$ cat src/rtl/sacrr_pkg.sv
// Shared types and constants of the cache tag core.
`timescale 1ns / 1ps
`default_nettype none
package sacrr_pkg;

  // Raw set index width: index_bits is a 4-bit register.
  localparam int IDX_W = 15;

  // Reduction of the raw index by a set count that is not a power of two.
  localparam int MOD_STEPS  = 4;
  localparam int MOD_PASSES = 4;
  localparam int MOD_PASS_W = 2;

  localparam int CFG_IDX_W  = 2;
  localparam int CFG_DATA_W = 6;

  localparam logic [CFG_IDX_W-1:0] CFG_WAYS_IN_USE = 2'd0;
  localparam logic [CFG_IDX_W-1:0] CFG_INDEX_BITS  = 2'd1;
  localparam logic [CFG_IDX_W-1:0] CFG_TAG_BITS    = 2'd2;

  typedef enum logic [1:0] {
    OUT_HIT        = 2'd0,
    OUT_COMPULSORY = 2'd1,
    OUT_CONFLICT   = 2'd2
  } outcome_t;

  typedef enum logic [2:0] {
    ST_CLEAR,
    ST_IDLE,
    ST_MOD,
    ST_READ,
    ST_RESOLVE
  } state_t;

endpackage
`default_nettype wire

$ cat src/rtl/sacrr_split.sv
// Address split: tag from the top bits, raw set index from the bits below it.
`timescale 1ns / 1ps
`default_nettype none
module sacrr_split
  import sacrr_pkg::*;
#(
  parameter int ADDR_BITS = 32
) (
  input  wire logic [31:0]          address,
  input  wire logic [3:0]           index_bits,
  input  wire logic [5:0]           tag_bits,
  output logic      [ADDR_BITS-1:0] tag,
  output logic      [IDX_W-1:0]     idx
);

  localparam logic [6:0] AW = 7'(ADDR_BITS);

  logic [ADDR_BITS-1:0] addr;
  logic [6:0]           tb;
  logic [6:0]           rest;
  logic [6:0]           ib;
  logic [6:0]           off;
  logic [ADDR_BITS-1:0] shifted;
  logic [15:0]          mask;

  always_comb begin
    addr    = ADDR_BITS'(address);
    tb      = (7'(tag_bits) > AW) ? AW : 7'(tag_bits);
    rest    = AW - tb;
    ib      = (7'(index_bits) > rest) ? rest : 7'(index_bits);
    off     = rest - ib;
    tag     = (tb == 7'd0) ? '0 : (addr >> rest);
    shifted = addr >> off;
    mask    = (16'd1 << ib) - 16'd1;
    idx     = IDX_W'(shifted) & mask[IDX_W-1:0];
  end

endmodule
`default_nettype wire

$ cat config.mk
export PLATFORM = sky130hd
export DESIGN_NAME = sacrr_split
export DESIGN_NICKNAME = d
export VERILOG_FILES = /design/src/rtl/sacrr_pkg.sv /design/src/rtl/sacrr_split.sv
export SDC_FILE = /design/constraint.sdc
export NUM_CORES = 1
export LEC_CHECK = 0
export BUFFER_PORTS_ARGS = -buffer_cell sky130_fd_sc_hd__buf_2
export CORE_ASPECT_RATIO = 1.75
export CORE_MARGIN = 5
export CORE_UTILIZATION = 30
export DETAILED_ROUTE_END_ITERATION = 6
export SETUP_SLACK_MARGIN = 0.2
export SYNTH_ARGS = -nofsm -noshare
export SYNTH_HDL_FRONTEND = slang
export SYNTH_SLANG_ARGS = --single-unit
$ cat constraint.sdc
create_clock -name vclk -period 22.8
set_input_delay 3.42 -clock vclk [all_inputs]
set_output_delay 3.42 -clock vclk [all_outputs]
set_load 0.01 [all_outputs]
# After elaboration in Yosys (flattened, before gate mapping)
# Cells that the tools add are included.
dict set report word_totals {
  rom_bits 0
  in_bits 42
  mem_bits_rw 0
  n_memories 0
  regBits 0
  latchBits 0
}
dict set report op_classes {
  n_mux 3
  bitwise_logic 1
  eq_ne 0
  reduce_logical 1
  n_lt_le_gt_ge 2
  add_sub_neg 3
  mul 0
  shift 3
  n_div 0
}
# cell count
set ops {}
lappend ops {{$mux 32} 1}
lappend ops {{$shr 32x7->15} 1}
lappend ops {{$shr 32x7->32} 1}
lappend ops {{$and 15x15->15} 1}
lappend ops {{$shl 1x7->15 const A} 1}
lappend ops {{$sub 15x1->15 const B} 1}
lappend ops {{$gt 4x7->1} 1}
lappend ops {{$logic_not 7->1} 1}
lappend ops {{$mux 7} 1}
lappend ops {{$sub 6x6->7 const A} 1}
lappend ops {{$sub 7x7->7} 1}
lappend ops {{$gt 6x6->1 const B} 1}
lappend ops {{$mux 6} 1}

# Logic depth before layout (Yosys ltp)
# Gate-level depths: netlist (run 1).
dict set report logic_depth {
  word_depth 8
  depth_mapped 28
}

# Worst setup path before layout (run 1)
# OpenSTA, ideal clock, no wires.
dict set report synth_timing {
  path_type {in2out}
  from {input port tag_bits[5]}
  to {output port idx[11]}
  path_slack_ns 10.293
  t_arrival_ns 9.087
  required_ns 19.380
  stages 27
  path_cell_list {clkbuf_1 > nand2b_1 > buf_4 > buf_2 > ha_1 > clkbuf_1 > inv_2 > clkbuf_1 > ha_1 > a21o_1 > a31oi_1 > a21oi_4 > buf_6 > buf_2 > nand2_1 > o21ai_0 > ha_1 > fa_1 > buf_2 > buf_2 > buf_2 > nand3_1 > nor3_1 > a211oi_1 > o22ai_1 > nand2_1 > a2111oi_1}
}
dict set report synth_between {
  elab_chain_len 8
  word_cells_on_any_way 10
}
# item line_no
set synth_lines {}
lappend synth_lines {{start, declared} sacrr_split.sv:11} ;# input wire logic [5:0] tag_bits,
lappend synth_lines {{$gt 6x6->1} sacrr_split.sv:28} ;# tb = (7'(tag_bits) > AW) ? AW : 7'(tag_bits);
lappend synth_lines {{$mux 6 *} sacrr_split.sv:28}
lappend synth_lines {{$sub 6x6->7 *} sacrr_split.sv:29} ;# rest = AW - tb;
lappend synth_lines {{$gt 4x7->1} sacrr_split.sv:30} ;# ib = (7'(index_bits) > rest) ? rest : 7'(index_bits);
lappend synth_lines {{$mux 7} sacrr_split.sv:30}
lappend synth_lines {{$sub 7x7->7 or $shl 1x7->15 (tied branches)} {sacrr_split.sv:31, sacrr_split.sv:34}}
lappend synth_lines {{$shr 32x7->15 or $sub 15x1->15 (tied branches)} {sacrr_split.sv:33, sacrr_split.sv:34}}
lappend synth_lines {{$and 15x15->15 *} sacrr_split.sv:35} ;# idx = IDX_W'(shifted) & mask[IDX_W-1:0];
lappend synth_lines {{end, declared} sacrr_split.sv:13} ;# output logic [IDX_W-1:0] idx
# Mark *: on every way between the ends. The rest lies on a longest branch, timed or not.

# Final worst setup path (run 1)
# Same ends and word-level chain as after synthesis.

==> results.md, run 1 <==
* Total power after layout at 0.000329 W
* Final Cell Area at 4880 sq um
* GPL Wtd Cong at 0.924
* Core area at 14400 sq um
* Dpl cells at 832
* Critical Path RT at 19.38 ns
* Most frequent cell after synthesis: mux2i_1
* Max-Cap Viols at 0
* Clkbuf count at 0
* Hold depth at 4
* Final setup fails at 0
* Power per cell area at 67.3 nW/um^2
* Status: complete, no violations
* Min-Delay Path Class: input port to primary output
* Layout cells sized above 1 at 25.6%
* Starting density of the core at 30.6%
* Resized Gates After CTS at 0
* Max Slew Vio Count at 0
* Post-synth top cells: 76 x mux2i_1, 75 x nand2_1, 53 x nor2_1
* Die H at 170 um
* Area post-placement at 4880 sq um
* Synth top area share at 17.3%
* FMAX at 0.0739 GHz
* Worst EP arrival at 10.10 ns
* Worst-path fanout max at 40
* Total Die Area at 17300 sq um
* Post-CTS Setup Inserts at 0
* Global-route wire length before repair at 26600 um
* IO Pins at 89
* Syn Area/Cell at 7.15 sq um
* Synth area leader: mux2i_1
* FF+latch count at 0
* Leak at 2.10 nW
* Vias in the first global route at 4958
* FP Rows at 58
* Fin Setup TNS at 0 ns
* Sequential cell area at 0 sq um
* Routed wire length at 17400 um
* # diodes at 0
* Relative slew slack at 23.3%
* Synth area leaders: mux2i_1 17%, mux4_2 15%, nand2_1 6.4%
* Count of cell types in the netlist at 69
* Cells after Synth at 614
* Initial antenna violation count at 0
* RSZ-0062 raised after global routing: false
* Pin slew with the least headroom to its limit at 1.14 ns
* Gr ovfl total at 0
* Tmin final at 13.52 ns
* Final hold vios at 0
* Post-route ant nets at 0
* Layout Nets at 706
* WHS Endpoint: idx[12]
* Startpoint types: input port
* DR vias at 5132
* HP Start: index_bits[3]
* Largest net degree at the start of global routing at 48
* DRT iter0 DRCs at 259
* Area Overhead vs Synth at 11.2%
* Seq/Total Area, Yosys at 0%
* Post-route DRC at 0
* Tcrit/Tclk final at 59.3%
* Peak supply drop at 0.0000242 V
* Syn_nets at 666
* TritonRoute pass-1 iters at 4
* Die X at 101 um
* Drt wl/cell at 21.0 um
* Nature of the critical path endpoint: primary output
* Hold Buf Count CTS at 0
* Synthesis Warnings at 0
* Via density at 6.17
* Setup CP Type: input port to primary output
* DP Wirelength at 13800 um
* IO Port Bufs at 89
* Syn Std Cell Area at 4390 sq um
* GR Util All Layers at 19.2%
* Layout Cells excl Fill at 832
## worst max-delay path by stage
stage	start	end	slack, ns	depth (start not counted)
after CTS	tag_bits[5]	idx[11]	9.33	22
after floorplan	tag_bits[5]	idx[11]	10.29	27
after detailed placement	tag_bits[5]	idx[11]	9.32	22
final	tag_bits[5]	idx[11]	9.28	22
after global routing	tag_bits[5]	idx[5]	8.91	22
after global placement	tag_bits[5]	idx[11]	9.41	22
## stage by stage
step,setup slack [ns],util (%),hold slack (ns)
global route,8.91,34.0,7.40
floorplan,10.29,-,7.03
CTS,9.33,34.0,7.38
global placement,9.41,34.0,7.39
finish,9.28,34.0,7.39
detailed placement,9.32,34.0,7.37
## final cells by class
| type | count | area [sq um] |
|---|---|---|
| Tap cell | 180 | 225 |
| Fill cell | 1634 | 9490 |
| Timing Repair Buffer | 100 | 528 |
| Multi-Input combinational cell | 542 | 4090 |
| Inverter | 10 | 37.5 |
## where the power goes
group / switching, W / leakage, nW / total (W) / internal (W)
Sequential: 0 / 0 / 0 / 0
Combinational: 0.000196 / 2.10 / 0.000329 / 0.000132
Clock: 0 / 0 / 0 / 0
## logic make-up (layout without fill, tap and decap cells)
kind of cell             Yosys count  in the layout  share of synthesized area (%)
AO/OA/AOI/OAI                    160            160                           24.6
XOR/XNOR                          13             13                           3.68
adder cells (fa/ha/maj)           10             10                           3.02
buffers and inverters             72            110                           7.30
multiplexers                     116            116                           35.4
AND/OR/NAND/NOR                  243            243                           26.0
## worst max-delay path: stages
cell,delay (ns)
buf_2,0.21
nand2b_2,0.73
ha_1,0.37
buf_4,0.26
inv_2,0.50
ha_1,0.36
a21o_1,0.19
a31oi_1,0.28
a21oi_4,0.09
buf_4,0.24
nand2_1,0.09
o21ai_0,0.10
ha_1,0.25
fa_2,1.24
mux2i_1,0.22
mux2_2,0.33
nor3_1,0.15
a211oi_1,0.07
o22ai_1,0.23
nand2_1,0.08
a2111oi_1,0.43
buf_2,0.22
## routing by layer
| layer | routed length, um | global-route usage, % | part of all wire (%) |
|---|---|---|---|
| met1 | 6230 | 20.2 | 36 |
| met2 | 9410 | 36.3 | 54 |
| met3 | 548 | 1.19 | 3.1 |
| met4 | 1250 | 11.7 | 7.1 |
| met5 | 0 | 0 | 0 |
## placed cells by master (no fill, tap or decap), types with 4 or more instances in the layout
| master | count |
|---|---|
| nor3_1 | 33 |
| nand4_1 | 5 |
| nand2_1 | 75 |
| a21oi_1 | 36 |
| buf_2 | 89 |
| a31oi_1 | 6 |
| nand2b_1 | 6 |
| inv_1 | 6 |
| mux2i_1 | 76 |
| nor2_1 | 53 |
| a211oi_1 | 10 |
| o32ai_1 | 5 |
| mux4_2 | 30 |
| xor2_1 | 6 |
| and3_1 | 5 |
| nor2b_1 | 5 |
| mux2_2 | 9 |
| o21ai_0 | 49 |
| o22ai_1 | 9 |
| ha_1 | 9 |
| inv_2 | 4 |
| nand3_1 | 44 |
| o211ai_1 | 7 |
| buf_4 | 11 |
| a221oi_1 | 4 |
Note: power is estimated with default switching activity, not from simulation.
==> run 2: changes to the inputs <==
==> constraint.sdc (replaced) <==
create_clock -name vclk -period 12.9
set_input_delay 1.935 -clock vclk [all_inputs]
set_output_delay 1.935 -clock vclk [all_outputs]
set_load 0.01 [all_outputs]
==> run 2 against run 1 <==
Net effect:
- count of clock-buffer cells in the layout did not move
- wire length shrank 0.54%
- design area decreased by 0.15%
- critical path depth shrank 2
- first-iteration DRC count grew 6.6%
- total power up 76%
- via count is 0.72% lower
- worst setup slack worse by 7.1 ns
- combinational power is 76% higher
- global-route usage barely moved
- flip-flop and latch count unchanged
- worst hold slack lost 3.0 ns
==> results.md, run 2 (synthesis results as in run 1) <==
* Most frequent cells in the layout: 89 x buf_2, 76 x mux2i_1, 75 x nand2_1
* DP Wirelength at 13900 um
* Critical Path RT at 10.97 ns
* Initial antenna violation count at 0
* Global-route wire length before repair at 26800 um
* CP Launch Point: tag_bits[5]
* Post-route ant nets at 0
* Leak at 2.09 nW
* DRT iter0 DRCs at 276
* Core area at 14400 sq um
* TritonRoute pass-1 iters at 5
* Final hold vios at 0
* Starting density of the core at 30.6%
* WP buf/inv at 4
* Post-layout util at 33.9%
* Total Die Area at 17300 sq um
* Startpoint types: input port
* Worst slack at placement at 2.20 ns
* Status: complete, no violations
* Final setup fails at 0
* Min-Delay Path Class: input port to primary output
* Worst-path fanout max at 40
* Die H at 170 um
* Clkbuf count at 0
* Hold Buf Count CTS at 0
* Via density at 6.13
* Resized Gates After CTS at 0
* Die X at 101 um
* # diodes at 0
* CP peak stage delay at 1.24 ns
* Post-CTS Setup Inserts at 0
* Area Overhead vs Synth at 11.0%
* FF+latch count at 0
* IO Port Bufs at 89
* Worst EP arrival at 8.77 ns
* Crit path max-delay family: adder cells
* Tcrit/Tclk final at 83.0%
* GR Util All Layers at 19.2%
* Post-route DRC at 0
* Vias in the first global route at 5009
* Slowest library cell on the worst path: fa_2
* DR vias at 5095
* Routed wire length at 17300 um
* RSZ-0062 raised after global routing: false
* Drt wl/cell at 20.9 um
* Sequential cell area at 0 sq um
* Setup ws final at 2.19 ns
* Layout cells sized above 1 at 25.5%
* Fin Setup TNS at 0 ns
* HP Start: index_bits[3]
* Critical Path Most Common Cell: ha_1
* Tmin final at 10.71 ns
* Pin slew with the least headroom to its limit at 1.05 ns
* Max Slew Vio Count at 0
* Peak supply drop at 0.0000366 V
* Relative slew slack at 30.1%
* Total power after layout at 0.000580 W
* Nature of the critical path endpoint: primary output
* Setup CP Type: input port to primary output
* Commonest non-fill, non-tap cell in the layout: buf_2
* Largest net degree at the start of global routing at 48
* Layout Nets at 705
* FP Rows at 58
* Power per cell area at 119 nW/um^2
* Critical-path cell list: buf_2 > nand2b_2 > ha_1 > buf_4 > inv_2 > ha_1 > a21o_1 > a31oi_1 > a21oi_4 > o21ai_0 > ha_1 > fa_2 > mux2i_1 > mux2_2 > nor3_1 > a211oi_1 > o22ai_1 > nand2_1 > a2111oi_1 > buf_2
* GPL Wtd Cong at 0.874
* Gr ovfl total at 0
* Final Cell Area at 4870 sq um
* IO Pins at 89
* FMAX at 0.0934 GHz
* Area post-placement at 4870 sq um
* Max-Cap Viols at 0
## run 2: cell type report
class                           count  area, sq um
Multi-Input combinational cell    542         4090
Inverter                           10         37.5
Fill cell                        1591         9500
Tap cell                          180          225
Timing Repair Buffer               99          520
## run 2: power breakdown
group	total [W]	switching, W	internal [W]
Sequential	0	0	0
Combinational	0.000580	0.000347	0.000233
Clock	0	0	0
## run 2: metrics by stage
step	std cells	hold slack, ns
2_1_floorplan	614	4.06
3_3_place_gp	831	4.43
3_5_place_dp	831	4.42
4_1_cts	831	4.42
5_1_grt	831	4.44
6_report	831	4.42
## run 2: worst paths after layout
path | slack (ns) | endpoint | cells past startpoint
setup / recovery | 2.19 | idx[11] | 20
hold / removal | 4.42 | idx[12] | 4
## run 2: layer usage
metal	share of wire [%]	vias up	track usage (%)
met1	36	2446	20.5
met2	54	174	36.2
met5	0	-	0
met3	3.3	65	1.23
li1	-	2410	-
met4	7.0	0	11.1
## run 2: tightest hold or removal path: stages
cell and delay (ns):
buf_2 0.19, nand4b_1 0.13, a311oi_1 0.08, buf_2 0.14
