### src/rtl/sacrr_ram.sv
// Generic single-port-write, single-port-read RAM with registered read data.
`timescale 1ns / 1ps
`default_nettype none
module sacrr_ram #(
  parameter int WIDTH = 8,
  parameter int DEPTH = 16
) (
  input  wire logic                                     clk,
  input  wire logic                                     we,
  input  wire logic [((DEPTH > 1) ? $clog2(DEPTH) : 1)-1:0] waddr,
  input  wire logic [WIDTH-1:0]                         wdata,
  input  wire logic [((DEPTH > 1) ? $clog2(DEPTH) : 1)-1:0] raddr,
  output logic      [WIDTH-1:0]                         rdata
);

  logic [WIDTH-1:0] mem [DEPTH];

  always_ff @(posedge clk) begin
    if (we) begin
      mem[waddr] <= wdata;
    end
    rdata <= mem[raddr];
  end

endmodule
`default_nettype wire

### config.mk
export PLATFORM = sky130hd
export DESIGN_NAME = sacrr_ram
export DESIGN_NICKNAME = d
export VERILOG_FILES = /design/src/rtl/sacrr_ram.sv
export SDC_FILE = /design/constraint.sdc
export NUM_CORES = 1
export LEC_CHECK = 0
export BUFFER_PORTS_ARGS = -buffer_cell sky130_fd_sc_hd__buf_2
export CAP_MARGIN = 25
export CORE_MARGIN = 2
export CORE_UTILIZATION = 45
export CTS_CLUSTER_SIZE = 25
export DETAILED_ROUTE_END_ITERATION = 12
export HOLD_SLACK_MARGIN = 0.15
export RECOVER_POWER = 50
export SETUP_SLACK_MARGIN = 0.5
export SLEW_MARGIN = 20
export SYNTH_ARGS = -nofsm -noshare
export SYNTH_HDL_FRONTEND = slang
export SYNTH_SLANG_ARGS = --single-unit
### constraint.sdc
create_clock -name clk -period 1.9 [get_ports clk]
set_clock_uncertainty 0.1 [all_clocks]
set_input_delay 0.285 -clock clk [delete_from_list [all_inputs] [get_ports clk]]
set_output_delay 0.285 -clock clk [all_outputs]
set_load 0.005 [all_outputs]
# Word-level counts from Yosys, hierarchy flattened
# Memories as Yosys holds them, arrays and structs flattened. A register that Yosys moved wholly into a read port is not among the register bits.
# Index checks and enable logic that the tools add are counted.
# totals
reg_bits	0
ramBits	128
input_bits	18
out_inout_bits	8
elab_cells	3
memories	1
# mem_list
memory	depth	word_bits	read_ports	rd_clocked_by_memory_dff	wr	line	rtl
mem	16	8	1	1	1	16	logic [WIDTH-1:0] mem [DEPTH];
# op_classes
n_mux	2
# op_table
op	n
$mux W1	2

# Longest topological paths before layout
# Gate-level depths: netlist (run 1).
# logic_depth
ltp_word	2
mapped_depth	5
depth_no_buf	3

# Worst setup path before layout (run 1)
# OpenSTA, ideal clock, no wires.
# synth_timing
kind	input port to flip-flop
startpoint	input waddr[2] in the netlist's numbering
endpoint	memory mem[0][0] (enable)
setup_ns	0.383
arrival_time_ns	1.395
required_time_ns	1.417
path_slack_ns	0.022
stages	2
n_path_buf	0
path_cell_list	or3b_2 nor3_1
# synth_rtl
element	line	rtl
from (decl)	10	input wire logic [((DEPTH > 1) ? $clog2(DEPTH) : 1)-1:0] waddr,
to (decl)	16	
# No word-level cell before the write port.

==> results of run 1 <==
==> state kept, by name, indices dropped and copies added (netlist names) <==
name / cells
rdata: 8
mem: 128
==> per-layer routing <==
| layer | global-route usage, % | vias to the layer above |
|---|---|---|
| met3 | 4.65 | 12 |
| met5 | 0 | - |
| met1 | 23.1 | 1283 |
| li1 | - | 1091 |
| met4 | 7.42 | 0 |
| met2 | 28.9 | 66 |
==> synth_stat cells (2+ instances only) <==
library cell,n
clkdlybuf4s25_2,3
mux4_2,18
nand2_1,9
buf_6,3
a22oi_1,16
mux4_1,14
nor2_1,13
nand3b_1,2
nor3_1,4
nand2b_1,2
edfxtp_1,128
buf_2,3
dfxtp_1,8
==> where the power goes <==
group          total, mW  internal [mW]  switching (mW)
sequential          3.38           3.36          0.0195
combinational      0.349          0.158           0.191
clock               3.93           2.75            1.18
total               7.66           6.27            1.39
==> repair_timing <==
| action | 4_1_cts | 5_1_grt |
|---|---|---|
| endpoints found under the setup margin | 3 | 8 |
| hold buffers | 2 | 0 |
| setup buffers | 0 | 3 |
| pin swaps | 0 | 2 |
| gates resized for setup | 3 | 3 |
| hold endpoints to repair | 32 | 0 |
| cloned | 0 | 1 |
==> worst paths after layout <==
kind	start	end	slack, ns
hold / removal	wdata[3]	mem[2][3]	0.32
setup reg to reg	mem[2][6]	rdata[6]	0.53
setup / recovery	mem[2][6]	rdata[6]	0.53
hold reg to reg	mem[14][2]	rdata[2]	0.57
==> cell type report <==
cell class	count	area (um2)	share of cell area, %
Sequential cell	136	4000	62.9
Multi-Input combinational cell	83	1080	17.0
Clock buffer	19	443	6.96
Timing Repair Buffer	53	383	6.02
Clock inverter	13	273	4.29
Tap cell	143	179	2.81
==> through the flow <==
step,instance area [um2],worst slack [ns],hold slack [ns],instances
after floorplan,5180,0.382,0.284,229
after global placement,5570,0.0878,0.555,409
after detailed placement,5570,0.0543,0.563,409
after CTS,6320,0.511,0.151,443
after global routing,6360,0.468,0.317,447
final,6360,0.525,0.315,447
==> cell usage in the layout, fill, tap and decap left out, types with 2 or more instances in the layout <==
| master | n |
|---|---|
| edfxtp_1 | 128 |
| nor2_4 | 3 |
| mux4_2 | 31 |
| nand2b_1 | 2 |
| buf_12 | 3 |
| buf_2 | 15 |
| buf_4 | 21 |
| clkinv_2 | 2 |
| clkbuf_1 | 11 |
| nor3_2 | 2 |
| a22oi_2 | 5 |
| nand2_1 | 9 |
| dfxtp_1 | 8 |
| clkinvlp_4 | 3 |
| a22oi_1 | 11 |
| dlygate4sd3_1 | 2 |
| clkbuf_16 | 18 |
| nor2_1 | 10 |
| bufinv_16 | 8 |
| nand3b_1 | 2 |
==> cells by family (layout without fill, tap and decap cells) <==
group                  count (synthesis)  count (layout)  synth area share [%]
flip-flops                           136             136                  77.8
AND/OR/NAND/NOR                       35              35                  3.18
multiplexers                          32              32                  15.0
AO/OA/AOI/OAI                         16              16                  2.33
buffers and inverters                 10              85                  1.68
==> results.json, run 1 <==
{
  "power.static_leakage_nw": 2.12,
  "ys_async_sr_fraction_pct": 0,
  "tritoncts": "yes",
  "slew_violations": 0,
  "clkSinkCount": 136,
  "clk_path_buf_depth": 2,
  "wl_met2_um": 5320,
  "worst_slew_pin_slew_ns": 0.690,
  "hold_depth": 1,
  "mappedNetlistNets": 247,
  "grt.total_usage_pct": 17.8,
  "timing.final.setup_violations": 0,
  "clock_tree.htree_level_count": 4,
  "synth_area_um2": 5150,
  "clk-insertion-delay-late_ns": 0.41,
  "cts_root_buffer": "clkbuf_16",
  "met3_length_um": 455,
  "max_slew_margin_pct": 54.0,
  "flow.area_growth_from_synthesis_pct": 23.6,
  "die-width_um": 111,
  "pwr_density_cell_nw_per_um2": 1200,
  "grt_max_degree": 20,
  "remaining_number_of_nets_flagged_by_the_antenna_check_after_routing": 0,
  "die_area_um2": 12300,
  "final_util_pct": 56.4,
  "number_of_vias_after_detailed_routing": 2452,
  "floorplan.initialDensity_pct": 45.7,
  "worst-path-stages": 3,
  "critical_path.top_delay_family": "multiplexers",
  "detail_route.first_pass.iterations": 4,
  "cp_data_arrival_time_ns": 1.58,
  "totalWireLength_um": 10300,
  "grt_antenna_before_repair": 0,
  "yosys.area.top_type_share_pct": 74.7,
  "synth-edff-count": 128,
  "floorplan_die_height_um": 111,
  "hold_class": "in -> reg",
  "worst_setup_path_start_kind": "flop",
  "yosys_most_used_dff": "edfxtp_1",
  "drive_above_1_share_pct": 37.8,
  "m1WireLength_um": 4380,
  "grt_setup_unrepaired": "yes",
  "detailedRoute.firstIterationViolations": 149,
  "synthTopCellsByArea": "edfxtp_1 75%, mux4_2 7.9%, mux4_1 7.1%",
  "cts_buffers": 17,
  "synth-seq-cells": 136,
  "final.min_clock_period_ns": 1.37,
  "final_net_count": 309,
  "hpwl_um": 6460,
  "place.gp.congestion": 0.719,
  "post_synth_top_area_cell": "edfxtp_1",
  "grt_first_pass_wirelength_um": 15600,
  "routed_wire_length_per_instance_um": 23.0,
  "timing.reg2reg.worst_path_depth": 3,
  "port-buffer-count": 25,
  "synth_cell_types": 19,
  "yosysWarnings": 0,
  "placeableCoreArea_um2": 11300,
  "clock_slew_at_reported_path_ffs_ns": 0.06,
  "fin_tns_setup_ns": 0,
  "critical_path_buf_inv_count": 0,
  "total_power_mw": 7.66,
  "number_of_diodes": 0,
  "max_freq_mhz": 727,
  "grt.overflow.total": 0,
  "syn_inst": 229,
  "number_of_global_route_vias_before_repair": 2635,
  "hold_violations": 0,
  "crit_path_cell_trace": "mux4_2, a22oi_2, nand2_1",
  "route.detailed.vias_per_inst": 5.49,
  "rows": 39,
  "timing.max_cap.violations": 0,
  "vdd_ir_drop_max_mv": 0.566,
  "outcome": "finished clean",
  "critPathMaxFanout": 1,
  "final.period_utilization_pct": 72.3,
  "design.portCount": 26,
  "drc_errors": 0,
  "top_signal_layer_used": "met4",
  "cp-end-kind": "flop",
  "crit_required_ns": 2.10,
  "crit_type": "reg -> reg",
  "timing.critical_path.slowest_stage_cell": "mux4_2",
  "avg_synthesized_cell_area_um2": 22.5,
  "ys_seq_area_share_pct": 77.8,
  "cp_slowest_stage_delay_ns": 0.48,
  "fill_cells": 824
}
No activity file was read; power rests on OpenSTA's default activity.
==> run 2, diff against run 1 <==
==> constraint.sdc (replaced) <==
create_clock -name clk -period 1.24 [get_ports clk]
set_clock_uncertainty 0.1 [all_clocks]
set_input_delay 0.186 -clock clk [delete_from_list [all_inputs] [get_ports clk]]
set_output_delay 0.186 -clock clk [all_outputs]
set_load 0.005 [all_outputs]
==> run 2 against run 1 <==
Against the previous run:
- final area up 7.3%
- count of clock-buffer cells in the layout stayed put
- global-route usage fell by 0.53 points
- the run now ends with setup timing left
==> results.json, run 2 (synthesis results as in run 1) <==
{
  "hpwl_um": 6150,
  "cts_root_buffer": "clkbuf_16",
  "route.detailed.vias_per_inst": 5.42,
  "grt_max_degree": 22,
  "max_slew_margin_pct": 44.9,
  "placeableCoreArea_um2": 11300,
  "die-width_um": 111,
  "fin_tns_setup_ns": -0.912,
  "number_of_global_route_vias_before_repair": 2678,
  "timing.final.setup_violations": 8,
  "power_frac_clock_pct": 50.1,
  "drive_above_1_share_pct": 47.0,
  "holdWs_ns": 0.202,
  "design.portCount": 26,
  "grt.total_usage_pct": 17.3,
  "critical_path_buf_inv_count": 0,
  "worst_slack_ns": -0.160,
  "slew_violations": 0,
  "registers.top_by_ff_count": "mem",
  "grt.overflow.total": 0,
  "power.static_leakage_nw": 2.29,
  "number_of_vias_after_detailed_routing": 2481,
  "power.switching_fraction_pct": 18.3,
  "final-instance-count-excl-fill": 458,
  "timing.critical_path.slowest_stage_cell": "mux4_2",
  "crit_type": "reg -> reg",
  "final.min_clock_period_ns": 1.40,
  "clk-insertion-delay-late_ns": 0.40,
  "final_design_area_no_fill_um2": 6830,
  "mostFrequentLayoutCells": "128 x edfxtp_1, 32 x mux4_2, 21 x buf_12, 17 x clkbuf_16, 13 x buf_6",
  "cts_buffers": 17,
  "clock_tree.htree_level_count": 4,
  "place.gp.congestion": 0.731,
  "floorplan.initialDensity_pct": 45.7,
  "cp_slowest_stage_delay_ns": 0.49,
  "clkSinkCount": 136,
  "tritoncts": "yes",
  "net-switching-power_mw": 2.13,
  "grt_setup_unrepaired": "yes",
  "outcome": "complete, but fails checks",
  "placed_cell_areas_um2": 6000,
  "cp-end-kind": "flop",
  "failed_checks": "setup timing",
  "dpl.cell_count": 423,
  "port-buffer-count": 25,
  "detail_route.first_pass.iterations": 6,
  "pwr-share-seq_pct": 44.4,
  "detailedRoute.firstIterationViolations": 163,
  "timing.max_cap.violations": 0,
  "combinationalPowerShare_pct": 5.6,
  "rows": 39,
  "total_power_mw": 11.7,
  "clock_slew_at_reported_path_ffs_ns": 0.05,
  "final.period_utilization_pct": 113,
  "crit_path_cell_trace": "mux4_2, a22oi_2, nand2_1",
  "fill_cells": 812,
  "hold_violations": 0,
  "worst_setup_path_start_kind": "flop",
  "drc_errors": 0,
  "grt_antenna_before_repair": 0,
  "pwr_density_cell_nw_per_um2": 1710,
  "intPower_mw": 9.55,
  "worst_slew_pin_slew_ns": 0.824,
  "routed_wire_length_per_instance_um": 21.2,
  "max_freq_mhz": 714,
  "crit_required_ns": 1.42,
  "number_of_diodes": 0,
  "floorplan_die_height_um": 111,
  "cp_data_arrival_time_ns": 1.58,
  "die_area_um2": 12300,
  "grt_first_pass_wirelength_um": 15500,
  "critPathMaxFanout": 1,
  "final_net_count": 320,
  "hold_class": "in -> reg",
  "critical_path.top_delay_family": "multiplexers",
  "remaining_number_of_nets_flagged_by_the_antenna_check_after_routing": 0,
  "vdd_ir_drop_max_mv": 1.06,
  "final_util_pct": 60.6,
  "final_common_cell": "edfxtp_1",
  "largest_register_ff_count": 128,
  "preCtsSetupSlack_ns": -0.420,
  "clk_path_buf_depth": 2,
  "reg.largest.list": "mem (128), rdata (8)",
  "flow.area_growth_from_synthesis_pct": 32.6,
  "totalWireLength_um": 9730
}
## run 2: changes by cell type in the layout (fill, tap and decap cells not counted), sizes merged
cell          before  now
clkbuf            31   27
dlygate4sd3        2    0
bufinv             8    7
dlymetal6s2s       0    1
buf               39   55
clkinv             2    3
## run 2: layout make-up
cell class | count | area, um2 | share of cell area (%)
flip-flops and latches | 136 | 4010 | 58.7
multi-input cells | 83 | 1190 | 17.4
repair buffers | 64 | 752 | 11.0
clock buffers | 19 | 453 | 6.63
clock inverters | 13 | 248 | 3.63
well taps | 143 | 179 | 2.62
## run 2: timing repair
item | 4_1_cts | 5_1_grt
endpoints found under the setup margin | 144 | 144
setup buffers | 2 | 1
gates resized for setup | 23 | 9
endpoints found under the hold margin | 128 | 128
pin swaps | 10 | 1
## run 2: final timing paths
path	startpoint	to	slack [ns]	cells past startpoint
max	mem[3][3]	rdata[3]	-0.16	3
max reg2reg	mem[3][3]	rdata[3]	-0.16	3
min reg2reg	mem[7][2]	rdata[2]	0.57	3
min	wdata[4]	mem[0][4]	0.20	1
## run 2: power groups by stage
stage	combinational, mW	clock, mW	sequential, mW
6_report	0.651	5.85	5.18
5_1_grt	0.703	6.12	5.19
4_1_cts	0.649	5.92	5.18
3_5_place_dp	0.610	0	5.27
3_3_place_gp	0.601	0	5.26
2_1_floorplan	0.311	0	5.26
## run 2: routing by layer
| layer | share of wire (%) | track usage [%] |
|---|---|---|
| met5 | 0 | 0 |
| met4 | 1.8 | 6.00 |
| met3 | 4.3 | 4.98 |
| met2 | 49 | 26.8 |
| met1 | 45 | 23.8 |
==> run 3, diff against run 2 <==
--- a/config.mk
+++ b/config.mk
@@ -7,7 +7,6 @@
 export LEC_CHECK = 0
 export BUFFER_PORTS_ARGS = -buffer_cell sky130_fd_sc_hd__buf_2
 export CAP_MARGIN = 25
-export CORE_MARGIN = 2
 export CORE_UTILIZATION = 45
 export CTS_CLUSTER_SIZE = 25
 export DETAILED_ROUTE_END_ITERATION = 12
==> run 3 against run 2 <==
Against the previous run:
- the run still ends with setup timing left
- combinational power grew 0.8%
- maximum frequency grew 2.6%
- critical path type unchanged
- clock power down 23%
- critical path depth did not move
- total power fell by 11%
- final area fell by 2.3%
- count of clock-buffer cells in the layout grew 1
- non-clock buffer count down 1
- register-to-register slack improved by 0.04 ns
==> results.json, run 3 (synthesis results as in run 1) <==
{
  "outcome": "complete, but fails checks",
  "failed_checks": "setup timing",
  "clk-insertion-delay-late_ns": 0.40,
  "crit_path_cell_trace": "mux4_2, a22oi_2, nand2_1",
  "design.portCount": 26,
  "flow.area_growth_from_synthesis_pct": 29.6,
  "hold_violations": 0,
  "detailedRoute.firstIterationViolations": 185,
  "drc_errors": 0,
  "preCtsSetupSlack_ns": -0.428,
  "cp_slowest_stage_delay_ns": 0.48,
  "worst_setup_path_start_kind": "flop",
  "hold_depth": 1,
  "timing.reg2reg.worst_path_depth": 3,
  "final-instance-count-excl-fill": 454,
  "route.detailed.vias_per_inst": 5.52,
  "number_of_diodes": 0,
  "final_common_cell": "edfxtp_1",
  "pwr_density_cell_nw_per_um2": 1550,
  "holdWs_ns": 0.207,
  "area_used_by_multi_input_combinational_logic_um2": 1210,
  "total_power_mw": 10.4,
  "worst_setup_path_startpoint": "mem[10][6]",
  "dpl.cell_count": 419,
  "rows": 38,
  "detail_route.first_pass.iterations": 4,
  "port-buffer-count": 25,
  "grt_max_degree": 18,
  "grt.total_usage_pct": 19.1,
  "die-width_um": 109,
  "floorplan_die_height_um": 109,
  "totalWireLength_um": 9790,
  "grt_antenna_before_repair": 0,
  "final_net_count": 319,
  "grt.overflow.total": 0,
  "registers.top_by_ff_count": "mem",
  "cp_data_arrival_time_ns": 1.55,
  "place.gp.congestion": 0.688,
  "drive_above_1_share_pct": 46.8,
  "grt_setup_unrepaired": "yes",
  "critical_path.top_delay_family": "multiplexers",
  "worst_slack_ns": -0.124,
  "crit_required_ns": 1.43,
  "slew_violations": 0,
  "critical_path.endpoint": "rdata[6]",
  "die_area_um2": 11900,
  "number_of_global_route_vias_before_repair": 2685,
  "reg.largest.list": "mem (128), rdata (8)",
  "final.min_clock_period_ns": 1.36,
  "clkSinkCount": 136,
  "final_design_area_no_fill_um2": 6670,
  "critPathMaxFanout": 1,
  "cts_root_buffer": "clkbuf_16",
  "clock_tree.htree_level_count": 4,
  "timing.critical_path.slowest_stage_cell": "mux4_2",
  "placeableCoreArea_um2": 11000,
  "remaining_number_of_nets_flagged_by_the_antenna_check_after_routing": 0,
  "grt_first_pass_wirelength_um": 15300,
  "number_of_vias_after_detailed_routing": 2504,
  "mostFrequentLayoutCells": "128 x edfxtp_1, 32 x mux4_2, 20 x buf_12, 17 x clkbuf_16, 15 x buf_6",
  "rr_endpoint": "rdata[6]",
  "register_area_um2": 4010,
  "vdd_ir_drop_max_mv": 0.894,
  "max_slew_margin_pct": 39.6,
  "tritoncts": "yes",
  "worst_slew_pin_slew_ns": 0.902,
  "largest_register_ff_count": 128,
  "hpwl_um": 6330,
  "crit_type": "reg -> reg",
  "cts_buffers": 17,
  "cp-end-kind": "flop",
  "max_freq_mhz": 733,
  "final.period_utilization_pct": 110,
  "final_util_pct": 60.7,
  "worst-path-stages": 3,
  "hold_class": "in -> reg",
  "fin_tns_setup_ns": -0.727,
  "routed_wire_length_per_instance_um": 21.6,
  "power.static_leakage_nw": 2.20,
  "fill_cells": 774,
  "floorplan.initialDensity_pct": 46.9,
  "placed_cell_areas_um2": 5980,
  "timing.max_cap.violations": 0,
  "critical_path_buf_inv_count": 0,
  "rr_startpoint": "mem[10][6]",
  "clk_path_buf_depth": 2,
  "timing.final.setup_violations": 8,
  "setup.reg_to_reg.worst_slack_ns": -0.12,
  "clock_slew_at_reported_path_ffs_ns": 0.06
}
[run 3: cell count changes in the layout (fill, tap and decap cells not counted), moves of 3 or more]
cell and delta:
a22oi_1 -4, a22oi_2 +4, bufinv_16 -6, clkbuf_1 +3, clkinv_4 +4
[run 3: worst register-to-register path: cells and delay by family, from the launching register on]
family          cells  cell delay, ns
mux                 1            0.48
flops               1            0.38
simple gates        1            0.08
compound gates      1            0.21
[run 3: per-layer routing]
metal / vias to the layer above / track usage, % / part of all wire (%)
met1: 1317 / 23.5 / 42
met3: 13 / 4.36 / 4.5
met4: 0 / 7.43 / 1.4
met5: - / 0 / 0
li1: 1107 / - / -
met2: 67 / 32.7 / 52
[run 3: area by class of cell]
cell class                 count  area share [%]
sequential                   136            60.2
multi-input combinational     83            18.1
timing repair buffer          63            11.0
clock buffer                  20            6.55
tap                          140            2.63
clock inverter                12            1.58
[run 3: timing repair]
item / CTS / global route
resized for setup: 25 / 12
endpoints found under the setup margin: 144 / 144
endpoints found under the hold margin: 128 / 128
pin swaps: 11 / 4
setup buffers: 2 / 1
[run 3: how the worst min path moves through the flow]
stage	startpoint	slack [ns]	to
2_1_floorplan	wdata[0]	0.18	mem[0][0]
3_3_place_gp	rdata[7]	0.46	rdata[7]
3_5_place_dp	rdata[0]	0.46	rdata[0]
4_1_cts	wdata[0]	0.05	mem[12][0]
5_1_grt	wdata[5]	0.22	mem[5][5]
6_report	wdata[0]	0.21	mem[15][0]
[run 3: where the power goes]
| part | internal, mW | total (mW) | switching, mW |
|---|---|---|---|
| Combinational | 0.332 | 0.656 | 0.324 |
| Clock | 2.74 | 4.53 | 1.78 |
| Sequential | 5.15 | 5.19 | 0.0389 |
